File: src/sv/rv32im_instruction_step_core_defines.svh
// ----------------------------------------------------------------------------
// RV32IM step core assertion macros
// Shared property forms for the concurrent checks of the core.
// ----------------------------------------------------------------------------
`ifndef RV32IM_INSTRUCTION_STEP_CORE_DEFINES_SVH
`define RV32IM_INSTRUCTION_STEP_CORE_DEFINES_SVH

// same-cycle implication
`define RVSTEP_ASSERT_IMPL(label, ante, cons) \
    label: assert property (@(posedge i_clk) disable iff (!i_rst_n) (ante) |-> (cons)) \
        else $error("rvstep implication check failed");

// next-cycle implication
`define RVSTEP_ASSERT_NEXT(label, ante, cons) \
    label: assert property (@(posedge i_clk) (ante) |=> (cons)) \
        else $error("rvstep next-cycle check failed");

`endif

File: src/sv/rvstep_pkg.sv
// ----------------------------------------------------------------------------
// RV32IM step core package
// Shared sizes, codes, request struct and range check.
// ----------------------------------------------------------------------------
package rvstep_pkg;

    localparam int          RAM_WORDS  = 65536;
    localparam int          RAM_AW     = $clog2(RAM_WORDS);
    localparam logic [31:0] RAM_BYTES  = 32'(RAM_WORDS * 4);
    localparam logic [31:0] RESET_BASE = 32'h8000_0000;

    localparam logic [2:0] ST_EXEC     = 3'd0;
    localparam logic [2:0] ST_MISALIGN = 3'd1;
    localparam logic [2:0] ST_FETCH    = 3'd2;
    localparam logic [2:0] ST_ILLEGAL  = 3'd3;
    localparam logic [2:0] ST_ECALL    = 3'd4;
    localparam logic [2:0] ST_LOADED   = 3'd5;
    localparam logic [2:0] ST_HALTED   = 3'd6;

    localparam logic [1:0] OPS_LOAD = 2'd0;
    localparam logic [1:0] OPS_EXEC = 2'd1;
    localparam logic [1:0] OPS_RET  = 2'd2;

    localparam logic [6:0] OPC_LUI    = 7'h37;
    localparam logic [6:0] OPC_AUIPC  = 7'h17;
    localparam logic [6:0] OPC_JAL    = 7'h6F;
    localparam logic [6:0] OPC_JALR   = 7'h67;
    localparam logic [6:0] OPC_BRANCH = 7'h63;
    localparam logic [6:0] OPC_LOAD   = 7'h03;
    localparam logic [6:0] OPC_STORE  = 7'h23;
    localparam logic [6:0] OPC_OP     = 7'h33;
    localparam logic [6:0] OPC_OPIMM  = 7'h13;
    localparam logic [6:0] OPC_SYSTEM = 7'h73;
    localparam logic [6:0] F7_ALT     = 7'h20;
    localparam logic [6:0] F7_MULDIV  = 7'h01;
    localparam logic [31:0] ECALL_WORD = 32'h0000_0073;

    localparam logic [4:0] REG_SP = 5'd2;
    localparam logic [4:0] REG_A0 = 5'd10;
    localparam logic [4:0] REG_A1 = 5'd11;
    localparam logic [4:0] REG_A2 = 5'd12;
    localparam logic [4:0] REG_A7 = 5'd17;

    typedef struct packed {
        logic        start;
        logic [2:0]  funct3;
        logic [31:0] a;
        logic [31:0] b;
    } t_md_req;

    function automatic logic f_in_ram(input logic [31:0] off, input logic [2:0] n);
        return (off < RAM_BYTES) && ((RAM_BYTES - off) >= {29'd0, n});
    endfunction

endpackage

File: src/sv/rvstep_md.sv
// ----------------------------------------------------------------------------
// RV32IM step core multiply/divide unit
// Registered multiplier and 32-step restoring divider for the M extension.
// ----------------------------------------------------------------------------
module rvstep_md (
    input  logic                i_clk,
    input  logic                i_rst_n,
    input  rvstep_pkg::t_md_req i_req,
    output logic                o_done,
    output logic [31:0]         o_result
);
    typedef enum logic [1:0] {MD_IDLE, MD_MUL, MD_DIV, MD_FIN} t_md_state;

    t_md_state   r_state;
    logic        r_done;
    logic [31:0] r_result;
    logic [2:0]  r_f3;
    logic [31:0] r_a;
    logic [31:0] r_b;
    logic [31:0] r_rem;
    logic [31:0] r_quo;
    logic [31:0] r_div;
    logic [4:0]  r_cnt;
    logic        r_negq;
    logic        r_negr;

    logic               n_sa;
    logic               n_sb;
    logic signed [65:0] n_prod;
    logic [32:0]        n_sh;
    logic [32:0]        n_diff;
    logic               n_bit;
    logic [31:0]        n_rem;
    logic               n_sgn;
    logic               n_nega;
    logic               n_negb;

    always_comb begin
        n_sa   = (r_f3 == 3'd1) || (r_f3 == 3'd2);
        n_sb   = (r_f3 == 3'd1);
        n_prod = $signed({n_sa & r_a[31], r_a}) * $signed({n_sb & r_b[31], r_b});
        n_sh   = {r_rem, r_quo[31]};
        n_diff = n_sh - {1'b0, r_div};
        n_bit  = !n_diff[32];
        n_rem  = n_bit ? n_diff[31:0] : n_sh[31:0];
        n_sgn  = !i_req.funct3[0];
        n_nega = n_sgn && i_req.a[31];
        n_negb = n_sgn && i_req.b[31];
    end

    always_ff @(posedge i_clk) begin
        if (!i_rst_n) begin
            r_state <= MD_IDLE;
            r_done  <= 1'b0;
        end else begin
            r_done <= 1'b0;
            case (r_state)
                MD_IDLE: begin
                    if (i_req.start) begin
                        r_f3 <= i_req.funct3;
                        r_a  <= i_req.a;
                        r_b  <= i_req.b;
                        if (!i_req.funct3[2]) begin
                            r_state <= MD_MUL;
                        end else if (i_req.b == 32'd0) begin
                            r_result <= i_req.funct3[1] ? i_req.a : 32'hFFFF_FFFF;
                            r_done   <= 1'b1;
                        end else begin
                            r_negq  <= n_nega ^ n_negb;
                            r_negr  <= n_nega;
                            r_quo   <= n_nega ? (32'd0 - i_req.a) : i_req.a;
                            r_div   <= n_negb ? (32'd0 - i_req.b) : i_req.b;
                            r_rem   <= 32'd0;
                            r_cnt   <= 5'd0;
                            r_state <= MD_DIV;
                        end
                    end
                end
                MD_MUL: begin
                    r_result <= (r_f3 == 3'd0) ? n_prod[31:0] : n_prod[63:32];
                    r_done   <= 1'b1;
                    r_state  <= MD_IDLE;
                end
                MD_DIV: begin
                    r_rem <= n_rem;
                    r_quo <= {r_quo[30:0], n_bit};
                    r_cnt <= r_cnt + 5'd1;
                    if (r_cnt == 5'd31) begin
                        r_state <= MD_FIN;
                    end
                end
                MD_FIN: begin
                    if (r_f3[1]) begin
                        r_result <= r_negr ? (32'd0 - r_rem) : r_rem;
                    end else begin
                        r_result <= r_negq ? (32'd0 - r_quo) : r_quo;
                    end
                    r_done  <= 1'b1;
                    r_state <= MD_IDLE;
                end
                default: r_state <= MD_IDLE;
            endcase
        end
    end

    assign o_done   = r_done;
    assign o_result = r_result;
endmodule

File: config.mk
export PLATFORM = sky130hd
export DESIGN_NAME = rvstep_md
export DESIGN_NICKNAME = d
export VERILOG_FILES = /design/src/sv/rv32im_instruction_step_core_defines.svh /design/src/sv/rvstep_pkg.sv /design/src/sv/rvstep_md.sv
export SDC_FILE = /design/constraint.sdc
export NUM_CORES = 2
export LEC_CHECK = 0
export BUFFER_PORTS_ARGS = -buffer_cell sky130_fd_sc_hd__buf_4
export CAP_MARGIN = 20
export CORE_AREA = 2 2 443 335
export CTS_BUF_LIST = sky130_fd_sc_hd__clkbuf_4
export DETAILED_ROUTE_END_ITERATION = 10
export DIE_AREA = 0 0 445 337
export GPL_TIMING_DRIVEN = 0
export MAX_ROUTING_LAYER = met4
export PLACE_DENSITY_LB_ADDON = 0.15
export RECOVER_POWER = 100
export SKIP_LAST_GASP = 1
export SLEW_MARGIN = 20
export SYNTH_ARGS = -nofsm -noshare
export SYNTH_HDL_FRONTEND = slang
export SYNTH_SLANG_ARGS = --single-unit
File: constraint.sdc
create_clock -name i_clk -period 12.12 [get_ports i_clk]
set_input_delay 1.212 -clock i_clk [delete_from_list [all_inputs] [get_ports i_clk]]
set_output_delay 1.212 -clock i_clk [all_outputs]
set_load 0.02 [all_outputs]
[Yosys cells after proc, flatten, opt, wreduce, memory -nomap -nowiden]
Index checks and enable logic that the tools add are counted.
Word-level totals
  register bits after elaboration: 205
  input bits: 70
  output and inout bits: 33
  logic and storage cells: 84
Cells by class
  bitwise operators: 4
  $mul: 1
  reduce and logical (&&, ||, !) cells: 16
  add/subtract/negate cells: 6
  multiplexer cells: 33
  eq/ne operators: 12
Operators with widths (number)
  2-to-1 mux 32 bit: 17
  case mux 32 bit (2 select lines): 2
  subtractor 1 x 32 -> 32 bit (first input constant): 4
  case mux 32 bit (3 select lines): 1
  multiplier 33 x 33 -> 64 bit: 1
  subtractor 33 x 32 -> 33 bit: 1
  logical NOT 32 bit: 1
  2-to-1 mux 5 bit: 3
  AND reduction 5 bit: 3
  inequality test 2 bit (second input constant): 5
  case mux 5 bit (2 select lines): 1
  2-to-1 mux 2 bit: 4
  case mux 2 bit (3 select lines): 1
  AND reduction 3 bit: 2
  adder 5 x 1 -> 5 bit (second input constant): 1
  == test 5 bit (second input constant): 1
  == test 2 bit (second input constant): 2
  == test 3 x 1 -> 1 bit (second input constant): 1
  == test 3 x 2 -> 1 bit (second input constant): 1
  logical NOT 3 bit: 1
  2-to-1 mux 1 bit: 3
  inequality test 3 bit (second input constant): 1
  nonzero test 3 bit: 1
  bitwise AND 1 bit: 2
  10 further kinds: 12

[Depth between registers and ports, before layout]
  word-level depth: 7
  depth in mapped cells: 31

[Worst setup path before layout]
OpenSTA, ideal clock, no wires.
  path type: register to register
  start point: register r_f3[0]
  end point: register r_result[31], in the netlist o_result[31], data pin
  stages on the path, launching flop included: 28
  data required time: 11.855 ns
  path buffers: 2
  arrival: 8.389 ns
  slack: 3.466 ns
  setup time: 0.265 ns
  cell sequence: edfxtp_1 xnor2_1 nor3b_1 clkbuf_1 nand2_1 fa_1 fa_1 inv_1 fa_1 inv_1 fa_1 inv_1 fa_1 fa_1 fa_1 inv_1 fa_1 inv_1 ha_1 clkbuf_1 a21o_1 a21oi_1 o21ai_0 a2111oi_0 a21oi_1 a311oi_1 mux2i_1 o21bai_1
Between the ends
  word-level cells in the longest chain between the ends: 6
RTL lines
  start: declaration: line rvstep_md.sv:17  | logic [2:0] r_f3;
  start signal: assignment: line rvstep_md.sv:60  | r_f3 <= i_req.funct3;
  == test 3 x 1 -> 1 bit or == test 3 x 2 -> 1 bit (tied branches): line rvstep_md.sv:39, rvstep_md.sv:40
  logical OR 1 bit: line rvstep_md.sv:39  | n_sa = (r_f3 == 3'd1) || (r_f3 == 3'd2);
  bitwise AND 1 bit: line rvstep_md.sv:41  | n_prod = $signed({n_sa & r_a[31], r_a}) * $signed({n_sb & r_b[31], r_b});
  multiplier 33 x 33 -> 64 bit: line rvstep_md.sv:41
  2-to-1 mux 32 bit (*): line rvstep_md.sv:80  | r_result <= (r_f3 == 3'd0) ? n_prod[31:0] : n_prod[63:32];
  case mux 32 bit (3 select lines) (*): line rvstep_md.sv:57  | case (r_state)
  end signal: assignment: line rvstep_md.sv:66  | r_result <= i_req.funct3[1] ? i_req.a : 32'hFFFF_FFFF;
  end signal: assignment: line rvstep_md.sv:80
  end signal: assignment: line rvstep_md.sv:94  | r_result <= r_negr ? (32'd0 - r_rem) : r_rem;
  end: declaration: line rvstep_md.sv:16  | logic [31:0] r_result;
Mark *: on every way between the ends. The rest lies on a longest branch, timed or not.
A chain may end at the register's enable or synchronous reset.

[Worst setup path after layout]
  start point: register r_f3[1]
  end point: register r_result[28], in the netlist o_result[28], data pin
Between the ends
  word-level cells in the longest chain between the ends: 6
RTL lines (line)
  == test 3 x 1 -> 1 bit or == test 3 x 2 -> 1 bit (tied branches): rvstep_md.sv:39, rvstep_md.sv:40
  logical OR 1 bit: rvstep_md.sv:39
  bitwise AND 1 bit: rvstep_md.sv:41
  multiplier 33 x 33 -> 64 bit: rvstep_md.sv:41
  2-to-1 mux 32 bit: rvstep_md.sv:80
  case mux 32 bit (3 select lines) (*): rvstep_md.sv:57
Marks and branches as above.

==> results.py <==
metrics = {
    "layout": {
        "fill_cells": 15250,
        "drive_gt1_share_pct": 2.340,
        "syn_to_final_growth_pct": 7.274,
        "instances_no_fill": 7710,
        "final_nets": 7175,
    },
    "timing": {
        "fin_crit_sh_pct": 97.14,
        "slew_viol_final": 32,
        "timing.fmax_mhz": 84.94,
        "rsz0062_at_grt": "false",
        "fin_crit_ns": 11.77,
        "worst_slew_pin_slew_ns": 1.816,
        "fin_skew_ns": 0.04655,
        "setup_violations": 0,
        "hold_viol_final": 0,
        "fin_ws_ns": 0.3471,
        "slew_headroom_pct": -21.09,
    },
    "clocking": {
        "cts.path.max_buffers": 3,
        "ctsResizeCount": 0,
        "cts.clk_slew.worst_paths_ns": 0.08,
        "clock_latency_ns": 0.81,
        "cts_hold_buf": 0,
        "cts_setup_buffers": 0,
        "ctsRootBufferMaster": "clkbuf_4",
        "clock_sinks": 205,
        "cts_tree": "done",
        "h-tree-depth": 2,
        "numCtsBuffers": 51,
    },
    "routing": {
        "drtIter0Drc": 4434,
        "firstDrtPassIters": 8,
        "drc_errors": 0,
        "totalWireLength_um": 219400,
        "antenna_left": 0,
        "routed_via_density": 5.238,
        "vias": 40390,
        "wl_per_cell_um": 28.46,
    },
    "setup_path": {
        "crit_top_cell": "fa_1",
        "worstSetupPathType": "reg2reg",
        "crit_required_ns": 12.64,
        "crit_family": "adder cells",
        "startpoint_type": "flop",
        "critPathMaxStageDelay_ns": 0.95,
        "cp_slowest_cell": "fa_1",
        "r2r_slack_ns": 0.35,
        "rr_worst_depth": 27,
        "end_kind": "flop",
        "cp.arrival_ns": 12.29,
        "worstReg2RegStart": "r_f3[1]",
        "reg2reg_to": "o_result[28]",
        "crit_buf_inv": 7,
        "worstPathMaxFanout": 11,
    },
    "logic_synthesis": {
        "synth_cells": 5558,
        "ys_types": 76,
        "synthArstFlopShare_pct": 0,
        "netlist_area_mm2": 0.05074,
        "synth.avg_cell_area_um2": 9.130,
        "ys_ff_latch": 205,
        "synth_flop_cell": "edfxtp_1",
        "synth_top_area_share_pct": 44.42,
        "syn_nets": 7004,
        "ys_warn_count": 0,
        "yosys.area.top_type": "fa_1",
        "ys_top_cells_by_area": "fa_1 (44%), edfxtp_1 (12%), inv_1 (9.2%), nand2_1 (6.9%), ha_1 (6.2%)",
        "synth_edf_count": 202,
        "seq_area_frac_synth_pct": 12.07,
    },
    "grt": {
        "track_usage_pct": 30.29,
        "antenna_found_initial": 21,
        "grt_max_degree": 33,
        "grt_pass1_vias": 40510,
        "grt.overflow.total": 0,
        "grt_pass1_wl_um": 310300,
    },
    "placement": {
        "detailed_place_hpwl_um": 188200,
        "dp.cells": 7597,
        "portBuffers": 102,
        "place_ws_ns": 0.7980,
        "gp_congestion": 1.010,
    },
    "floorplanning": {
        "fp.dieH_um": 337,
        "core_area_mm2": 0.1462,
        "num_io_pins": 103,
        "start_util_pct": 34.70,
        "fp-row-count": 122,
        "fp.dieW_um": 445,
        "die_area_mm2": 0.1500,
    },
    "min_path": {
        "holdPathStages": 1,
        "whs_endpoint": "r_cnt[0]",
        "worstHoldStart": "r_cnt[0]",
        "hp-class": "reg2reg",
    },
    "status": {
        "outcome": "complete, but fails checks",
        "violations": "max-capacitance violations, max-slew violations",
    },
    "job": {
        "maxCapViolations": 2,
    },
}
-- worst max path at each step --
stage / from / endpoint / cells past startpoint
CTS: r_f3[0] / o_result[28] / 27
floorplan: r_f3[0] / o_result[31] / 27
global route: r_f3[1] / o_result[28] / 27
detailed placement: r_f3[0] / o_result[28] / 27
global placement: i_rst_n / r_div[14] / 4
finish: r_f3[1] / o_result[28] / 27
-- metrics by stage --
stage | util, % | hold slack, ns | setup TNS (ns) | area [um^2]
CTS | 37.52 | 0.5584 | 0 | 54870
floorplan | - | 0.5585 | 0 | 50740
global route | 37.20 | 0.6141 | 0 | 54400
detailed placement | 37.02 | 0.5842 | 0 | 54140
finish | 37.22 | 0.5899 | 0 | 54430
global placement | 36.87 | 0.5823 | -4.721 | 53910
-- cell families after synthesis --
kind of cell	after synthesis	share of synthesized area, %
adders and majority gates	1376	50.59
AOI/OAI and AO/OA	585	7.311
xor gates and xnor gates	207	3.573
and+or+nand+nor	1639	14.82
buffers and inverters	1533	11.38
DFF	205	12.07
muxes	13	0.2589
-- Yosys cell counts, types with 4 or more instances --
library cell  number
a211o_1            5
a211oi_1          26
a21o_1            46
a21oi_1          183
a221oi_1           4
a22oi_1            6
a31o_2             4
a31oi_1           24
and2_1           323
and3_1            10
buf_1              7
buf_2              8
clkbuf_1         270
edfxtp_1         202
fa_1            1126
ha_1             250
inv_1           1244
mux2i_1           12
nand2_1          939
nand2b_1          24
nand3_1           32
nand3b_1           4
nand4_1           24
nor2_1           149
nor2b_1           23
nor3_1            33
nor3b_1            9
nor4_1            18
o211ai_1          17
o21a_1            21
o21ai_0          121
o21ai_1           11
o21bai_1          18
o221ai_1           6
o22ai_1           15
o31ai_1           31
o41ai_1           12
or2_2             10
or3_1             19
or4_1             13
xnor2_1          131
xor2_1            76
-- per-layer routing --
metal	share of wire (%)	GRT usage (%)	wire length, um
met5	0	-	0
met4	2.4	6.044	5185
met3	10	6.635	22720
met2	41	42.21	89990
met1	46	44.86	101500
-- layout make-up --
| cell class | count | area [um^2] | area share [%] |
|---|---|---|---|
| tap | 1922 | 2405 | 4.418 |
| sequential | 205 | 6126 | 11.25 |
| timing repair buffer | 118 | 493.0 | 0.9056 |
| antenna | 19 | 47.55 | 0.08734 |
| multi-input combinational | 3820 | 38840 | 71.36 |
| buffer | 287 | 1110 | 2.039 |
| inverter | 1246 | 4677 | 8.592 |
| clock buffer | 71 | 533.0 | 0.9792 |
| clock inverter | 22 | 201.4 | 0.3701 |
-- state kept, by name, indices dropped and copies added, names as in the netlist --
| name | count |
|---|---|
| o_result | 32 |
| r_a | 32 |
| r_b | 32 |
| r_div | 32 |
| r_quo | 32 |
| r_rem | 32 |
| r_cnt | 5 |
| r_f3 | 3 |
| r_state | 2 |
| o_done | 1 |
| r_negq | 1 |
| r_negr | 1 |
-- worst register-to-register path, cell delays in order, from the launching register on --
cell      delay [ns]
edfxtp_1        0.49
xnor2_1         0.19
nor3b_1         0.60
clkbuf_1        0.65
nand2_1         0.21
fa_1            0.55
fa_1            0.51
inv_1           0.07
fa_2            0.74
inv_1           0.27
fa_1            0.95
inv_1           0.50
fa_1            0.60
fa_1            0.54
fa_1            0.52
inv_1           0.05
fa_1            0.51
inv_1           0.11
ha_1            0.30
clkbuf_1        0.39
and3_1          0.28
nand2_1         0.16
or4_1           0.54
o21ai_0         0.58
o311ai_0        0.33
a21oi_1         0.28
nor3_1          0.08
a211oi_1        0.48
-- cell usage in the layout, fill, tap and decap left out, drive strengths merged, types with 17 or more instances in the layout --
cell type and instances:
inv 1245, fa 1126, nand2 940, clkbuf 458
and2 323, ha 250, edfxtp 202, a21oi 183
nor2 149, o21ai 133, xnor2 131, xor2 76
a21o 46, nor3 33, o31ai 33, nand3 32
a211oi 28, nand2b 24, nand4 24, a31oi 24
nor2b 23, o21a 21, or3 20, diode 19
clkinv 19, o21bai 18, nor4 18, buf 18
o211ai 17
Power is not shown: default switching activity piles up to over one toggle a cycle in this logic, so the estimate is an artifact.
